**src/rtl/phfe_pkg.sv**
```systemverilog
// ----------------------------------------------------------------------------
// phfe_pkg: shared types and constants of the header field extractor
// Field tags, network kinds, header offsets and the record pair that the
// parser hands to the output side through the queue.
// ----------------------------------------------------------------------------
package phfe_pkg;

  // defaults for the top level parameters
  localparam int MAX_FRAME_BYTES_DEF = 65535;
  localparam int QUEUE_DEPTH_DEF     = 4;

  // payload byte display
  localparam logic [3:0] SHOW_CAP   = 4'd10;
  localparam logic [3:0] SHOW_RESET = 4'd10;

  // ethernet header
  localparam logic [15:0] OFF_DST_MAC_LAST = 16'd5;
  localparam logic [15:0] OFF_SRC_MAC_LAST = 16'd11;
  localparam logic [15:0] OFF_ETYPE_LAST   = 16'd13;
  localparam logic [15:0] L3_BASE          = 16'd14;
  localparam logic [15:0] ETYPE_V4         = 16'h0800;
  localparam logic [15:0] ETYPE_V6         = 16'h86DD;
  localparam logic [7:0]  PROTO_TCP        = 8'd6;
  localparam logic [7:0]  PROTO_UDP        = 8'd17;

  // offsets inside the ipv4 header
  localparam logic [15:0] R_V4_IHL   = 16'd0;
  localparam logic [15:0] R_V4_TLEN  = 16'd3;
  localparam logic [15:0] R_V4_PROTO = 16'd9;
  localparam logic [15:0] R_V4_TAG   = 16'd10;
  localparam logic [15:0] R_V4_SRC   = 16'd15;
  localparam logic [15:0] R_V4_DST   = 16'd19;

  // offsets inside the ipv6 header
  localparam logic [15:0] R_V6_PLEN   = 16'd5;
  localparam logic [15:0] R_V6_NEXT   = 16'd6;
  localparam logic [15:0] R_V6_TAG    = 16'd7;
  localparam logic [15:0] R_V6_SRC_HI = 16'd15;
  localparam logic [15:0] R_V6_SRC_LO = 16'd23;
  localparam logic [15:0] R_V6_DST_HI = 16'd31;
  localparam logic [15:0] R_V6_DST_LO = 16'd39;

  // offsets inside the l4 header
  localparam logic [15:0] Q_SPORT_LAST = 16'd1;
  localparam logic [15:0] Q_DPORT_LAST = 16'd3;
  localparam logic [15:0] Q_TCP_DOFF   = 16'd12;

  // last offsets a complete frame must reach, header starts
  localparam logic [7:0] NEED_RESET    = 8'd13;
  localparam logic [7:0] NEED_V4_PROTO = 8'd23;
  localparam logic [7:0] NEED_V6_NEXT  = 8'd20;
  localparam logic [7:0] NEED_L3_TAG   = 8'd14;
  localparam logic [7:0] V4_L3_LAST    = 8'd33;
  localparam logic [7:0] V6_L3_LAST    = 8'd53;
  localparam logic [7:0] V6_L4_START   = 8'd54;
  localparam logic [7:0] UDP_NEED_ADD  = 8'd3;
  localparam logic [7:0] TCP_NEED_ADD  = 8'd12;

  typedef enum logic [1:0] {
    NET_NONE,
    NET_V4,
    NET_V6,
    NET_OTHER
  } net_kind_t;

  typedef enum logic [4:0] {
    KIND_DST_MAC,
    KIND_SRC_MAC,
    KIND_ETHERTYPE,
    KIND_V4_SRC,
    KIND_V4_DST,
    KIND_V6_SRC_HI,
    KIND_V6_SRC_LO,
    KIND_V6_DST_HI,
    KIND_V6_DST_LO,
    KIND_L4_PROTO,
    KIND_TCP_SPORT,
    KIND_TCP_DPORT,
    KIND_UDP_SPORT,
    KIND_UDP_DPORT,
    KIND_PAY_LEN,
    KIND_PAY_BYTE,
    KIND_L3_UNSUP,
    KIND_L4_UNSUP,
    KIND_DONE
  } field_kind_t;

  // what one input beat produces: at most one field and one closing record
  typedef struct packed {
    logic        fld_vld;
    field_kind_t kind;
    logic [63:0] value;
    logic        done_vld;
    logic        trunc;
  } rec_pair_t;

  typedef struct packed {
    logic not_empty;
    logic full;
  } q_status_t;

endpackage

```
**src/rtl/phfe_if.sv**
```systemverilog
// ----------------------------------------------------------------------------
// phfe_if: stream channels of the header field extractor
// Byte channel into the parser and field record channel out of the block.
// ----------------------------------------------------------------------------
interface phfe_byte_if;
  logic       valid;
  logic       ready;
  logic [7:0] frame_byte;
  logic       frame_end;

  modport source (output valid, output frame_byte, output frame_end, input ready);
  modport sink   (input valid, input frame_byte, input frame_end, output ready);
endinterface

interface phfe_field_if;
  logic        valid;
  logic        ready;
  logic [4:0]  field_kind;
  logic [63:0] field_value;
  logic        last_of_frame;

  modport source (output valid, output field_kind, output field_value,
                  output last_of_frame, input ready);
  modport sink   (input valid, input field_kind, input field_value,
                  input last_of_frame, output ready);
endinterface

```
**src/rtl/phfe_front.sv**
```systemverilog
// ----------------------------------------------------------------------------
// phfe_front: byte parser
// Tracks offset and header lengths, shifts bytes into a 64-bit field register
// and pushes the records each byte completes into the queue.
// ----------------------------------------------------------------------------
module phfe_front #(
  parameter int MAX_FRAME_BYTES = phfe_pkg::MAX_FRAME_BYTES_DEF
) (
  input  logic                 clk,
  input  logic                 rst,
  input  logic                 cfg_wen,
  input  logic [3:0]           cfg_wdata,
  phfe_byte_if.sink            byte_in,
  input  phfe_pkg::q_status_t  q_stat,
  output logic                 q_push,
  output phfe_pkg::rec_pair_t  q_data
);
  import phfe_pkg::*;

  localparam int OFF_W = $clog2(MAX_FRAME_BYTES + 1);
  localparam logic [OFF_W-1:0] OFF_MAX = OFF_W'(MAX_FRAME_BYTES);

  logic [3:0]       payload_bytes_shown;
  logic [OFF_W-1:0] byte_offset, byte_offset_next;
  logic [63:0]      field_shift, field_shift_next;
  net_kind_t        network_kind, network_kind_next;
  logic [7:0]       l4_start, l4_start_next;
  logic [7:0]       transport_proto, transport_proto_next;
  logic [15:0]      remaining_length, remaining_length_next;
  logic [7:0]       payload_start, payload_start_next;
  logic [3:0]       bytes_shown, bytes_shown_next;
  logic [7:0]       need_until, need_until_next, need_parsed;
  logic [3:0]       show_limit, show_limit_next;

  logic        accept;
  logic        parse_en;
  logic [7:0]  b;
  logic [63:0] sh;
  logic [15:0] off16, r, q;
  logic [3:0]  ihl_eff, doff_eff;
  logic [7:0]  v4_hl, tcp_hl, v4_hl_reg;
  logic [15:0] plen;
  logic [3:0]  cap, lim;
  logic [7:0]  pstart_calc;
  logic        proto_ok;
  logic        fld_vld;
  field_kind_t fld_kind;
  logic [63:0] fld_value;

  assign byte_in.ready = !q_stat.full;
  assign accept        = byte_in.valid && byte_in.ready;

  // configuration register
  always_ff @(posedge clk) begin
    if (rst) begin
      payload_bytes_shown <= SHOW_RESET;
    end else if (cfg_wen) begin
      payload_bytes_shown <= cfg_wdata;
    end
  end

  // shared datapath terms
  always_comb begin
    b           = byte_in.frame_byte;
    sh          = {field_shift[55:0], b};
    off16       = 16'(byte_offset);
    r           = off16 - L3_BASE;
    q           = off16 - {8'd0, l4_start};
    parse_en    = byte_offset < OFF_MAX;
    ihl_eff     = (b[3:0] < 4'd5) ? 4'd5 : b[3:0];
    doff_eff    = (b[7:4] < 4'd5) ? 4'd5 : b[7:4];
    v4_hl       = {2'b00, ihl_eff, 2'b00};
    tcp_hl      = {2'b00, doff_eff, 2'b00};
    v4_hl_reg   = l4_start - L3_BASE[7:0];
    plen        = (remaining_length > {8'd0, tcp_hl}) ?
                  remaining_length - {8'd0, tcp_hl} : 16'd0;
    cap         = (payload_bytes_shown > SHOW_CAP) ? SHOW_CAP : payload_bytes_shown;
    lim         = (plen < {12'd0, cap}) ? plen[3:0] : cap;
    pstart_calc = l4_start + tcp_hl;
    proto_ok    = (transport_proto == PROTO_TCP) || (transport_proto == PROTO_UDP);
  end

  // per byte parse
  always_comb begin
    byte_offset_next      = byte_offset;
    field_shift_next      = field_shift;
    network_kind_next     = network_kind;
    l4_start_next         = l4_start;
    transport_proto_next  = transport_proto;
    remaining_length_next = remaining_length;
    payload_start_next    = payload_start;
    bytes_shown_next      = bytes_shown;
    need_parsed           = need_until;
    show_limit_next       = show_limit;
    fld_vld               = 1'b0;
    fld_kind              = KIND_DST_MAC;
    fld_value             = '0;

    if (parse_en) begin
      field_shift_next = sh;
      byte_offset_next = byte_offset + OFF_W'(1);
      if (off16 == OFF_DST_MAC_LAST) begin
        fld_vld   = 1'b1;
        fld_kind  = KIND_DST_MAC;
        fld_value = {16'd0, sh[47:0]};
      end else if (off16 == OFF_SRC_MAC_LAST) begin
        fld_vld   = 1'b1;
        fld_kind  = KIND_SRC_MAC;
        fld_value = {16'd0, sh[47:0]};
      end else if (off16 == OFF_ETYPE_LAST) begin
        fld_vld   = 1'b1;
        fld_kind  = KIND_ETHERTYPE;
        fld_value = {48'd0, sh[15:0]};
        if (sh[15:0] == ETYPE_V4) begin
          network_kind_next = NET_V4;
          need_parsed       = NEED_V4_PROTO;
        end else if (sh[15:0] == ETYPE_V6) begin
          network_kind_next = NET_V6;
          l4_start_next     = V6_L4_START;
          need_parsed       = NEED_V6_NEXT;
        end else begin
          network_kind_next = NET_OTHER;
          need_parsed       = NEED_L3_TAG;
        end
      end else if (off16 >= L3_BASE) begin
        if (network_kind == NET_OTHER) begin
          // unsupported l3 tag one byte after the ethertype
          if (off16 == L3_BASE) begin
            fld_vld   = 1'b1;
            fld_kind  = KIND_L3_UNSUP;
            fld_value = {48'd0, sh[23:8]};
          end
        end else if (l4_start != 8'd0 && off16 >= {8'd0, l4_start}) begin
          // transport header and payload
          if (transport_proto == PROTO_TCP) begin
            if (q == Q_SPORT_LAST) begin
              fld_vld   = 1'b1;
              fld_kind  = KIND_TCP_SPORT;
              fld_value = {48'd0, sh[15:0]};
            end else if (q == Q_DPORT_LAST) begin
              fld_vld   = 1'b1;
              fld_kind  = KIND_TCP_DPORT;
              fld_value = {48'd0, sh[15:0]};
            end else if (q == Q_TCP_DOFF) begin
              payload_start_next = pstart_calc;
              fld_vld            = 1'b1;
              fld_kind           = KIND_PAY_LEN;
              fld_value          = {48'd0, plen};
              show_limit_next    = lim;
              if (lim != 4'd0) begin
                need_parsed = pstart_calc + {4'd0, lim} - 8'd1;
              end
            end else if (q > Q_TCP_DOFF && off16 >= {8'd0, payload_start} &&
                         bytes_shown < show_limit) begin
              fld_vld          = 1'b1;
              fld_kind         = KIND_PAY_BYTE;
              fld_value        = {56'd0, b};
              bytes_shown_next = bytes_shown + 4'd1;
            end
          end else if (transport_proto == PROTO_UDP) begin
            if (q == Q_SPORT_LAST) begin
              fld_vld   = 1'b1;
              fld_kind  = KIND_UDP_SPORT;
              fld_value = {48'd0, sh[15:0]};
            end else if (q == Q_DPORT_LAST) begin
              fld_vld   = 1'b1;
              fld_kind  = KIND_UDP_DPORT;
              fld_value = {48'd0, sh[15:0]};
            end
          end
        end else begin
          // network header
          case (network_kind)
            NET_V4: begin
              case (r)
                R_V4_IHL: begin
                  l4_start_next = L3_BASE[7:0] + v4_hl;
                end
                R_V4_TLEN: begin
                  remaining_length_next = (sh[15:0] > {8'd0, v4_hl_reg}) ?
                                          sh[15:0] - {8'd0, v4_hl_reg} : 16'd0;
                end
                R_V4_PROTO: begin
                  transport_proto_next = b;
                  fld_vld              = 1'b1;
                  fld_kind             = KIND_L4_PROTO;
                  fld_value            = {56'd0, b};
                  if (b == PROTO_TCP) begin
                    need_parsed = l4_start + TCP_NEED_ADD;
                  end else if (b == PROTO_UDP) begin
                    need_parsed = l4_start + UDP_NEED_ADD;
                  end else begin
                    need_parsed = V4_L3_LAST;
                  end
                end
                R_V4_TAG: begin
                  if (!proto_ok) begin
                    fld_vld   = 1'b1;
                    fld_kind  = KIND_L4_UNSUP;
                    fld_value = {56'd0, transport_proto};
                  end
                end
                R_V4_SRC: begin
                  fld_vld   = 1'b1;
                  fld_kind  = KIND_V4_SRC;
                  fld_value = {32'd0, sh[31:0]};
                end
                R_V4_DST: begin
                  fld_vld   = 1'b1;
                  fld_kind  = KIND_V4_DST;
                  fld_value = {32'd0, sh[31:0]};
                end
                default: begin
                end
              endcase
            end
            NET_V6: begin
              case (r)
                R_V6_PLEN: begin
                  remaining_length_next = sh[15:0];
                end
                R_V6_NEXT: begin
                  transport_proto_next = b;
                  fld_vld              = 1'b1;
                  fld_kind             = KIND_L4_PROTO;
                  fld_value            = {56'd0, b};
                  if (b == PROTO_TCP) begin
                    need_parsed = l4_start + TCP_NEED_ADD;
                  end else if (b == PROTO_UDP) begin
                    need_parsed = l4_start + UDP_NEED_ADD;
                  end else begin
                    need_parsed = V6_L3_LAST;
                  end
                end
                R_V6_TAG: begin
                  if (!proto_ok) begin
                    fld_vld   = 1'b1;
                    fld_kind  = KIND_L4_UNSUP;
                    fld_value = {56'd0, transport_proto};
                  end
                end
                R_V6_SRC_HI: begin
                  fld_vld   = 1'b1;
                  fld_kind  = KIND_V6_SRC_HI;
                  fld_value = sh;
                end
                R_V6_SRC_LO: begin
                  fld_vld   = 1'b1;
                  fld_kind  = KIND_V6_SRC_LO;
                  fld_value = sh;
                end
                R_V6_DST_HI: begin
                  fld_vld   = 1'b1;
                  fld_kind  = KIND_V6_DST_HI;
                  fld_value = sh;
                end
                R_V6_DST_LO: begin
                  fld_vld   = 1'b1;
                  fld_kind  = KIND_V6_DST_LO;
                  fld_value = sh;
                end
                default: begin
                end
              endcase
            end
            default: begin
            end
          endcase
        end
      end
    end

    need_until_next = need_parsed;

    // frame end clears all per frame state
    if (byte_in.frame_end) begin
      byte_offset_next      = '0;
      field_shift_next      = '0;
      network_kind_next     = NET_NONE;
      l4_start_next         = '0;
      transport_proto_next  = '0;
      remaining_length_next = '0;
      payload_start_next    = '0;
      bytes_shown_next      = '0;
      need_until_next       = NEED_RESET;
      show_limit_next       = '0;
    end
  end

  // queue push
  always_comb begin
    q_push         = accept && (fld_vld || byte_in.frame_end);
    q_data.fld_vld  = fld_vld;
    q_data.kind     = fld_kind;
    q_data.value    = fld_value;
    q_data.done_vld = byte_in.frame_end;
    q_data.trunc    = off16 < {8'd0, need_parsed};
  end

  // parser state
  always_ff @(posedge clk) begin
    if (rst) begin
      byte_offset      <= '0;
      field_shift      <= '0;
      network_kind     <= NET_NONE;
      l4_start         <= '0;
      transport_proto  <= '0;
      remaining_length <= '0;
      payload_start    <= '0;
      bytes_shown      <= '0;
      need_until       <= NEED_RESET;
      show_limit       <= '0;
    end else if (accept) begin
      byte_offset      <= byte_offset_next;
      field_shift      <= field_shift_next;
      network_kind     <= network_kind_next;
      l4_start         <= l4_start_next;
      transport_proto  <= transport_proto_next;
      remaining_length <= remaining_length_next;
      payload_start    <= payload_start_next;
      bytes_shown      <= bytes_shown_next;
      need_until       <= need_until_next;
      show_limit       <= show_limit_next;
    end
  end

endmodule

```
**src/rtl/phfe_queue.sv**
```systemverilog
// ----------------------------------------------------------------------------
// phfe_queue: record pair queue
// Small register queue between the parser and the output side.
// ----------------------------------------------------------------------------
module phfe_queue #(
  parameter int QUEUE_DEPTH = phfe_pkg::QUEUE_DEPTH_DEF
) (
  input  logic                 clk,
  input  logic                 rst,
  input  logic                 push,
  input  phfe_pkg::rec_pair_t  push_data,
  input  logic                 pop,
  output phfe_pkg::rec_pair_t  head,
  output phfe_pkg::q_status_t  stat
);
  import phfe_pkg::*;

  localparam int PTR_W = (QUEUE_DEPTH > 1) ? $clog2(QUEUE_DEPTH) : 1;
  localparam int CNT_W = $clog2(QUEUE_DEPTH + 1);
  localparam logic [PTR_W-1:0] PTR_LAST = PTR_W'(QUEUE_DEPTH - 1);
  localparam logic [CNT_W-1:0] CNT_FULL = CNT_W'(QUEUE_DEPTH);

  rec_pair_t        entries [QUEUE_DEPTH];
  logic [PTR_W-1:0] wr_ptr;
  logic [PTR_W-1:0] rd_ptr;
  logic [CNT_W-1:0] count;

  assign head           = entries[rd_ptr];
  assign stat.not_empty = count != '0;
  assign stat.full      = count == CNT_FULL;

  // entry storage
  always_ff @(posedge clk) begin
    if (push) begin
      entries[wr_ptr] <= push_data;
    end
  end

  // pointers and fill count
  always_ff @(posedge clk) begin
    if (rst) begin
      wr_ptr <= '0;
      rd_ptr <= '0;
      count  <= '0;
    end else begin
      if (push) begin
        wr_ptr <= (wr_ptr == PTR_LAST) ? '0 : wr_ptr + PTR_W'(1);
      end
      if (pop) begin
        rd_ptr <= (rd_ptr == PTR_LAST) ? '0 : rd_ptr + PTR_W'(1);
      end
      if (push && !pop) begin
        count <= count + CNT_W'(1);
      end else if (pop && !push) begin
        count <= count - CNT_W'(1);
      end
    end
  end

endmodule

```
**src/rtl/phfe_back.sv**
```systemverilog
// ----------------------------------------------------------------------------
// phfe_back: record serializer
// Splits each queued pair into single records and holds them in the output
// register until the receiver takes them.
// ----------------------------------------------------------------------------
module phfe_back (
  input  logic                 clk,
  input  logic                 rst,
  input  phfe_pkg::rec_pair_t  head,
  input  phfe_pkg::q_status_t  q_stat,
  output logic                 q_pop,
  phfe_field_if.source         field_out
);
  import phfe_pkg::*;

  logic        out_valid;
  field_kind_t out_kind;
  logic [63:0] out_value;
  logic        out_last;
  logic        half, half_next;
  logic        load;
  logic        emit_fld;

  assign field_out.valid         = out_valid;
  assign field_out.field_kind    = out_kind;
  assign field_out.field_value   = out_value;
  assign field_out.last_of_frame = out_last;

  // pick the next record from the head pair
  always_comb begin
    load      = q_stat.not_empty && (!out_valid || field_out.ready);
    emit_fld  = head.fld_vld && !half;
    q_pop     = load && !(emit_fld && head.done_vld);
    half_next = load ? (emit_fld && head.done_vld) : half;
  end

  // output register control
  always_ff @(posedge clk) begin
    if (rst) begin
      out_valid <= 1'b0;
      half      <= 1'b0;
    end else begin
      half <= half_next;
      if (load) begin
        out_valid <= 1'b1;
      end else if (field_out.ready) begin
        out_valid <= 1'b0;
      end
    end
  end

  // output payload
  always_ff @(posedge clk) begin
    if (load) begin
      if (emit_fld) begin
        out_kind  <= head.kind;
        out_value <= head.value;
        out_last  <= 1'b0;
      end else begin
        out_kind  <= KIND_DONE;
        out_value <= {63'd0, head.trunc};
        out_last  <= 1'b1;
      end
    end
  end

endmodule

```
**src/rtl/packet_header_field_extractor_top.sv**
```systemverilog
// ----------------------------------------------------------------------------
// packet_header_field_extractor_top: ethernet/ip/tcp/udp header field parser
// Takes a frame one byte per beat and returns tagged header field records.
// ----------------------------------------------------------------------------
// byte_in carries frame_byte and frame_end (set on the last byte of a frame).
// field_out carries field_kind, field_value and last_of_frame; every frame
// closes with a done record whose value is 1 when the frame was truncated.
// cfg_wen/cfg_wdata write the count of leading tcp payload bytes shown; write
// it only while no frame is in flight.
// Throughput: one byte per cycle while the queue is not full, set by the
// byte parser, which handles each byte combinationally. Output side moves
// one record per cycle while the receiver is ready; a byte that closes a
// field and ends the frame gives two records, the field record first.
// Each record passes through a queue entry, then the output register.
// Reset: parser state clears, the queue empties, the payload byte count
// returns to ten and byte_in.ready rises.
// Stall: a stalled record holds in the output register; the parser keeps
// taking bytes until the queue fills, then byte_in.ready drops.
// ----------------------------------------------------------------------------
module packet_header_field_extractor_top #(
  parameter int MAX_FRAME_BYTES = phfe_pkg::MAX_FRAME_BYTES_DEF,
  parameter int QUEUE_DEPTH     = phfe_pkg::QUEUE_DEPTH_DEF
) (
  input  logic         clk,
  input  logic         rst,
  input  logic         cfg_wen,
  input  logic [3:0]   cfg_wdata,
  phfe_byte_if.sink    byte_in,
  phfe_field_if.source field_out
);
  import phfe_pkg::*;

  logic      q_push;
  logic      q_pop;
  rec_pair_t q_data;
  rec_pair_t q_head;
  q_status_t q_stat;

  // byte parser
  phfe_front #(
    .MAX_FRAME_BYTES(MAX_FRAME_BYTES)
  ) u_front (
    .clk       (clk),
    .rst       (rst),
    .cfg_wen   (cfg_wen),
    .cfg_wdata (cfg_wdata),
    .byte_in   (byte_in),
    .q_stat    (q_stat),
    .q_push    (q_push),
    .q_data    (q_data)
  );

  // decoupling queue
  phfe_queue #(
    .QUEUE_DEPTH(QUEUE_DEPTH)
  ) u_queue (
    .clk       (clk),
    .rst       (rst),
    .push      (q_push),
    .push_data (q_data),
    .pop       (q_pop),
    .head      (q_head),
    .stat      (q_stat)
  );

  // record serializer
  phfe_back u_back (
    .clk       (clk),
    .rst       (rst),
    .head      (q_head),
    .q_stat    (q_stat),
    .q_pop     (q_pop),
    .field_out (field_out)
  );

endmodule

```
**src/flat_wrapper.sv**
```systemverilog
// flat-port wrapper written by rule: the top's interface ports become plain ports
module packet_header_field_extractor_top_flat import phfe_pkg::*;
#(
  parameter int MAX_FRAME_BYTES = phfe_pkg::MAX_FRAME_BYTES_DEF,
  parameter int QUEUE_DEPTH     = phfe_pkg::QUEUE_DEPTH_DEF
)
  (clk, rst, cfg_wen, cfg_wdata, byte_in_valid, byte_in_frame_byte, byte_in_frame_end, byte_in_ready, field_out_valid, field_out_field_kind, field_out_field_value, field_out_last_of_frame, field_out_ready);
  phfe_byte_if byte_in_i ();
  phfe_field_if field_out_i ();
  input  logic clk;
  input  logic rst;
  input  logic cfg_wen;
  input  logic [3:0] cfg_wdata;
  input wire logic [$bits(byte_in_i.valid)-1:0] byte_in_valid;
  input wire logic [$bits(byte_in_i.frame_byte)-1:0] byte_in_frame_byte;
  input wire logic [$bits(byte_in_i.frame_end)-1:0] byte_in_frame_end;
  output wire logic [$bits(byte_in_i.ready)-1:0] byte_in_ready;
  output wire logic [$bits(field_out_i.valid)-1:0] field_out_valid;
  output wire logic [$bits(field_out_i.field_kind)-1:0] field_out_field_kind;
  output wire logic [$bits(field_out_i.field_value)-1:0] field_out_field_value;
  output wire logic [$bits(field_out_i.last_of_frame)-1:0] field_out_last_of_frame;
  input wire logic [$bits(field_out_i.ready)-1:0] field_out_ready;
  assign byte_in_i.valid = byte_in_valid;
  assign byte_in_i.frame_byte = byte_in_frame_byte;
  assign byte_in_i.frame_end = byte_in_frame_end;
  assign byte_in_ready = byte_in_i.ready;
  assign field_out_valid = field_out_i.valid;
  assign field_out_field_kind = field_out_i.field_kind;
  assign field_out_field_value = field_out_i.field_value;
  assign field_out_last_of_frame = field_out_i.last_of_frame;
  assign field_out_i.ready = field_out_ready;
  packet_header_field_extractor_top #(.MAX_FRAME_BYTES(MAX_FRAME_BYTES), .QUEUE_DEPTH(QUEUE_DEPTH)) u_core (.clk(clk), .rst(rst), .cfg_wen(cfg_wen), .cfg_wdata(cfg_wdata), .byte_in(byte_in_i), .field_out(field_out_i));
endmodule
```
**config.mk**
```make
export PLATFORM = sky130hd
export DESIGN_NAME = packet_header_field_extractor_top_flat
export DESIGN_NICKNAME = d
export VERILOG_FILES = /design/src/rtl/phfe_pkg.sv /design/src/rtl/phfe_if.sv /design/src/rtl/phfe_front.sv /design/src/rtl/phfe_queue.sv /design/src/rtl/phfe_back.sv /design/src/rtl/packet_header_field_extractor_top.sv /design/src/flat_wrapper.sv
export SDC_FILE = /design/constraint.sdc
export NUM_CORES = 1
export LEC_CHECK = 0
export BUFFER_PORTS_ARGS = -buffer_cell sky130_fd_sc_hd__buf_4
export CELL_PAD_IN_SITES_DETAIL_PLACEMENT = 1
export CELL_PAD_IN_SITES_GLOBAL_PLACEMENT = 2
export CORE_UTILIZATION = 37
export DETAILED_ROUTE_END_ITERATION = 16
export HOLD_SLACK_MARGIN = 0.02
export PLACE_DENSITY_LB_ADDON = 0.1
export SETUP_SLACK_MARGIN = 0.15
export SYNTH_ARGS = -nofsm -noshare
export SYNTH_HDL_FRONTEND = slang
export SYNTH_SLANG_ARGS = --single-unit
```
**constraint.sdc**
```tcl
create_clock -name clk -period 9.85 [get_ports clk]
set_clock_uncertainty 0.2 [all_clocks]
set_input_delay 1.4775 -clock clk [delete_from_list [all_inputs] [get_ports clk]]
set_output_delay 1.4775 -clock clk [all_outputs]
set_load 0.05 [all_outputs]
```
==> flow_summary.yaml, run 1 <==
sta:
  fin_crit_ns: 8.909
  finalSetupViolations: 0
  rsz0062_at_grt: "no"
  timing.hold.ws_ns: 0.2639
  drv_slew: 0
  hold_viol: 0
  tightest_slew_ns: 1.056
  max_freq_mhz: 112.2
  tns_ns: 0
  maxSlewHeadroom_pct: 27.79
  fin_crit_sh_pct: 90.45
placement:
  gp_congestion: 0.9109
  portBuffers: 89
  place_hpwl_mm: 54.53
synth:
  synth_most_common_cell: "edfxtp_1"
  synth.net_count: 2178
  yosys.area.top_type_share_pct: 44.27
  synthTopCellsByArea: "edfxtp_1 (44%), dfxtp_1 (12%), mux4_2 (6.7%)"
  synthArstFlopShare_pct: 0
  yosysTopAreaCell: "edfxtp_1"
  ys_warn_count: 0
  ys_seq_area_share_pct: 55.97
  netlist-cell-type-count: 87
  avgSynthCellArea_um2: 11.64
  netlist_top_cells_count: "edfxtp_1 (358), nor2_1 (175), dfxtp_1 (142), a21oi_1 (137), nand2_1 (131)"
  syn_inst: 2087
  synth_ff_type: "edfxtp_1"
  syn_area_um2: 24290
  synth_edf_count: 358
  synth-seq-cells: 500
power_and_ir_drop:
  power_density_nw_per_um2: 244.5
  seq_power_share_pct: 39.4
  irDropWorstVdd_v: 0.0001434
  power_frac_comb_pct: 27.7
  intPower_mw: 4.542
  switchingPower_mw: 2.271
  p_clk_share_pct: 32.9
  p_leak_nw: 9.719
  swShare_pct: 33.34
die:
  row_count: 93
  ios: 90
  chipHeight_um: 258.2
  die_w_um: 258.2
  start_util_pct: 37.54
  die_area_um2: 66660
  core-area_um2: 64700
cts:
  cts-root-buf: "clkbuf_16"
  tritoncts: "done"
  cts-htree-levels: 2
  cts_buffers: 55
  cts_resized: 0
  clk_pin_slew_ns: 0.06
  clkLatencyLatePin_ns: 0.62
  holdBufCountCts: 0
  cts_setup_buffers: 0
  cts_buffer_depth: 3
  cts_sinks: 500
grt:
  grt_pass1_wl_mm: 116.6
  grt_max_degree: 56
  antenna_found_initial: 1
  gr-total-overflow: 0
  grt_pass1_vias: 18080
  grt_usage_pct: 23.15
critical_path:
  crit_top_cell: "ha_1"
  critPathArrivalTime_ns: 9.01
  cp.required_ns: 9.95
  critPathLaunchType: "primary input"
  critPathKind: "in2reg"
  crit_path_max_fanout: 13
  cpMaxStageDelayCell: "fa_1"
  worst-r2r-setup-slack_ns: 1.93
  slowest_delay_ns: 0.44
  end_kind: "flip-flop"
routing:
  wl_per_cell_um: 25.24
  ant_nets: 0
  viasPerCell: 5.655
  drc: 0
  num_vias: 17250
  firstDrtPassIters: 6
  drt_wl_total_mm: 76.98
  first_iter_violations: 969
final_layout:
  drive_gt1_share_pct: 14.95
  fin_util_pct: 43.07
  area_delta_synth_final_pct: 14.74
  design.final.nets: 2239
worst_hold_path:
  worst_hold_path_type: "reg2reg"
flow_run:
  maxCapViolations: 0
status:
  outcome: "complete, no violations"
==> cell usage in the layout, fill, tap and decap left out, types with 10 or more instances in the layout <==
master     Yosys  final
nand4_1       16     16
xnor2_1       33     33
dfxtp_1      142    140
a22oi_1       75     75
xor2_1        23     23
and3_1        10     10
ha_1          67     67
nor4_1        20     19
nor2b_1       77     77
a211oi_1      17     17
clkbuf_1     109     14
and2_1        67     63
mux2i_1       10     10
or3_1         33     33
nor3_1        56     55
bufinv_16      0     10
o21a_1        15     15
inv_1         68     68
nand3_1       46     46
nor2_1       175    175
a21oi_1      137    136
o21ai_0       91     91
o22ai_1       10     10
or2_2         14     14
nand2_1      131    131
a21o_1        17     17
nand2b_1      25     24
clkbuf_16      0     56
buf_4          0    127
edfxtp_1     358    358
mux4_2        72     72
==> metrics by stage <==
stage          instance area, um2  instances  power [mW]  worst slack [ns]
2_1_floorplan               24290       2087       4.079             1.288
3_3_place_gp                25880       2946       4.622            0.5554
3_5_place_dp                25880       2946       4.652            0.3588
4_1_cts                     27860       3049       6.912            0.9912
5_1_grt                     27860       3049       7.099            0.4014
6_report                    27870       3050       6.813            0.9407
==> flip-flops by register name, indices dropped and copies added, names as in the netlist, 6 cells and up, named ones only <==
register and count:
u_core.u_back.field_out.field_value 64, u_core.u_front.transport_proto 8, u_core.u_front.need_until 8, u_core.u_front.l4_start 6, u_core.u_front.byte_offset 16, u_core.u_front.field_shift 56
u_core.u_queue.entries 288, u_core.u_front.payload_start 7, u_core.u_front.remaining_length 16
==> area by class of cell <==
type | instances | area [um2]
Sequential cell | 500 | 13600
Multi-Input combinational cell | 1395 | 10000
Inverter | 69 | 259.0
Antenna cell | 1 | 2.502
Tap cell | 855 | 1070
Clock inverter | 27 | 441.7
Clock buffer | 76 | 1536
Timing Repair Buffer | 127 | 953.4
Fill cell | 6921 | 36830
==> critical path, delay by kind of cell <==
family | cells | cell delay (ns)
AOI/OAI and AO/OA | 15 | 3.27
xor gates and xnor gates | 1 | 0.09
adders and majority gates | 7 | 2.10
and+or+nand+nor | 8 | 1.35
muxes | 1 | 0.39
buffers and inverters | 3 | 0.28
==> worst paths after layout <==
kind / startpoint / to / cells past startpoint
worst max-delay path: byte_in_frame_byte[5] / u_core.u_queue.entries[3][0] / 35
worst min-delay path: u_core.u_front.remaining_length[2] / u_core.u_front.remaining_length[2] / 2
worst max register to register: u_core.u_front.remaining_length[2] / u_core.u_queue.entries[3][0] / 33
worst min register to register: u_core.u_front.remaining_length[2] / u_core.u_front.remaining_length[2] / 2
==> power by group through the flow <==
stage / sequential (mW) / combinational [mW] / clock, mW
floorplan: 3.22 / 0.859 / 0
global placement: 2.73 / 1.90 / 0
detailed placement: 2.74 / 1.92 / 0
CTS: 2.69 / 1.92 / 2.30
global route: 2.72 / 2.01 / 2.37
finish: 2.69 / 1.89 / 2.24
==> cell families (layout without fill, tap and decap cells) <==
kind of cell | after synthesis | in the layout | share of synthesized area [%]
simple gates | 705 | 705 | 14.87
flops | 500 | 500 | 55.97
compound gates | 473 | 473 | 12.73
buf+inv | 192 | 299 | 3.034
mux | 88 | 88 | 7.429
fa+ha+maj | 73 | 73 | 3.946
xor+xnor | 56 | 56 | 2.020
other cells | 0 | 1 | 0
==> per-layer routing <==
metal | global-route usage (%) | vias to the layer above | routed length (um)
li1 | - | 7948 | -
met1 | 29.56 | 8837 | 33530
met2 | 40.41 | 327 | 38240
met3 | 2.964 | 133 | 2625
met4 | 7.857 | 2 | 2582
met5 | 0 | - | 7
Note: power is estimated with default switching activity, not from simulation.
==> run 2: changes to the inputs <==
--- a/config.mk
+++ b/config.mk
@@ -11,8 +11,9 @@
 export CORE_UTILIZATION = 37
 export DETAILED_ROUTE_END_ITERATION = 16
 export HOLD_SLACK_MARGIN = 0.02
-export PLACE_DENSITY_LB_ADDON = 0.1
+export PLACE_DENSITY_LB_ADDON = 0.12
 export SETUP_SLACK_MARGIN = 0.15
+export SKIP_LAST_GASP = 1
 export SYNTH_ARGS = -nofsm -noshare
 export SYNTH_HDL_FRONTEND = slang
 export SYNTH_SLANG_ARGS = --single-unit
==> flow_summary.yaml, run 2 (synthesized netlist as in run 1, its figures left out) <==
status:
  outcome: "complete, no violations"
critical_path:
  worst-r2r-setup-slack_ns: 1.84
  crit_path_max_fanout: 13
  r2r_cells: 33
  r2r_end: "u_core.u_queue.entries[1][0]"
  r2r_start: "u_core.u_front.remaining_length[2]"
  critPathLaunchType: "primary input"
  critPathArrivalTime_ns: 9.07
  slowest_delay_ns: 0.47
  crit_top_cell: "ha_1"
  critPathKind: "in2reg"
  end_kind: "flip-flop"
  cpMaxStageDelayCell: "a2111oi_4"
  cp.required_ns: 9.94
  crit_start: "byte_in_frame_byte[5]"
  cp-endpoint: "u_core.u_queue.entries[1][0]"
placement:
  place_hpwl_mm: 54.57
  portBuffers: 89
  gp_congestion: 0.9313
  dpl_cell_area_um2: 25890
grt:
  grt_usage_pct: 23.27
  grt_max_degree: 59
  gr-total-overflow: 0
  antenna_found_initial: 2
  grt_pass1_vias: 18210
  grt_pass1_wl_mm: 116.6
cts:
  cts_setup_buffers: 0
  cts-root-buf: "clkbuf_16"
  cts_resized: 0
  clk_pin_slew_ns: 0.06
  cts_sinks: 500
  cts_buffer_depth: 3
  holdBufCountCts: 0
  tritoncts: "done"
  cts-htree-levels: 2
  cts_buffers: 55
  clkLatencyLatePin_ns: 0.62
sta:
  rsz0062_at_grt: "no"
  finalSetupViolations: 0
  tightest_slew_ns: 1.239
  drv_slew: 0
  hold_viol: 0
  tns_ns: 0
  max_freq_mhz: 111.3
  fin_crit_sh_pct: 91.20
  maxSlewHeadroom_pct: 16.75
  fin_crit_ns: 8.983
final_layout:
  regMostFlops: "u_core.u_queue.entries"
  area_delta_synth_final_pct: 13.93
  drive_gt1_share_pct: 14.87
  mostFrequentLayoutCell: "edfxtp_1"
  largest_reg_flops: 288
  num_antenna_cells: 0
  design.final.nets: 2239
  fin_area_um2: 27670
  layout_common_cells: "edfxtp_1 (358), nor2_1 (175), dfxtp_1 (140)"
  fillers: 6879
routing:
  viasPerCell: 5.645
  ant_nets: 0
  drc: 0
  firstDrtPassIters: 4
  first_iter_violations: 1012
  wl_per_cell_um: 25.32
  drt_wl_total_mm: 77.18
  num_vias: 17210
power_and_ir_drop:
  power_density_nw_per_um2: 238.1
  p_leak_nw: 9.632
  irDropWorstVdd_v: 0.0001533
  power_mw: 6.587
die:
  ios: 90
  row_count: 93
  core-area_um2: 64700
  start_util_pct: 37.54
  chipHeight_um: 258.2
  die_w_um: 258.2
  die_area_um2: 66660
worst_hold_path:
  worst_hold_path_type: "reg2reg"
  hp-start: "u_core.u_front.remaining_length[2]"
flow_run:
  maxCapViolations: 0
## run 2: cell types whose count changed in the layout (fill, tap and decap cells not counted), moves of 2 or more
| cell | delta |
|---|---|
| clkinv_1 | +2 |
| clkinvlp_4 | -2 |
| inv_6 | +2 |
| bufinv_16 | -8 |
| clkinv_2 | +4 |
| clkbuf_8 | +2 |
## run 2: routing by layer
layer  up-vias  GRT usage [%]  part of all wire [%]
met5         -              0                 0.035
met4         4          8.333                   3.3
met3       131          3.524                   3.9
met2       355          40.88                    50
met1      8749          28.95                    43
li1       7966              -                     -
## run 2: area by class of cell
cell class	count	area, um2	area share, %
multi-input combinational	1395	10010	36.17
clock inverter	25	237.7	0.8592
inverter	69	259.0	0.9361
timing repair buffer	127	953.4	3.446
clock buffer	77	1539	5.562
sequential	500	13600	49.16
tap	855	1070	3.867
## run 2: critical path, delay by kind of cell
family | cells | cell delay (ns)
compound gates | 15 | 3.44
xor+xnor | 1 | 0.08
fa+ha+maj | 7 | 2.10
buf+inv | 3 | 0.25
mux | 1 | 0.39
simple gates | 8 | 1.31
## run 2: per-stage QoR
stage	util, %	std cells	hold WS (ns)	setup slack, ns
3_3_place_gp	40.02	2946	0.2459	0.4460
5_1_grt	42.77	3048	0.2800	0.3743
2_1_floorplan	-	2087	0.2323	1.288
6_report	42.77	3048	0.2631	0.8669
4_1_cts	42.77	3048	0.2658	0.8962
3_5_place_dp	40.02	2946	0.2583	0.2540
## run 2: worst min path at each step
stage / endpoint / slack (ns) / depth (start not counted)
after floorplan: u_core.u_front.show_limit[0] / 0.23 / 2
after global placement: u_core.u_front.need_until[7] / 0.25 / 1
after detailed placement: u_core.u_front.remaining_length[2] / 0.26 / 2
after CTS: u_core.u_front.remaining_length[2] / 0.27 / 2
after global routing: u_core.u_front.remaining_length[2] / 0.28 / 2
final: u_core.u_front.remaining_length[2] / 0.26 / 2
## run 2: report_power, final
group / leakage [nW] / switching [mW] / internal (mW) / total, mW
registers: 4.62 / 0.137 / 2.55 / 2.69
logic: 4.15 / 1.25 / 0.629 / 1.88
clock network: 0.862 / 0.867 / 1.15 / 2.02
total: 9.63 / 2.25 / 4.33 / 6.59
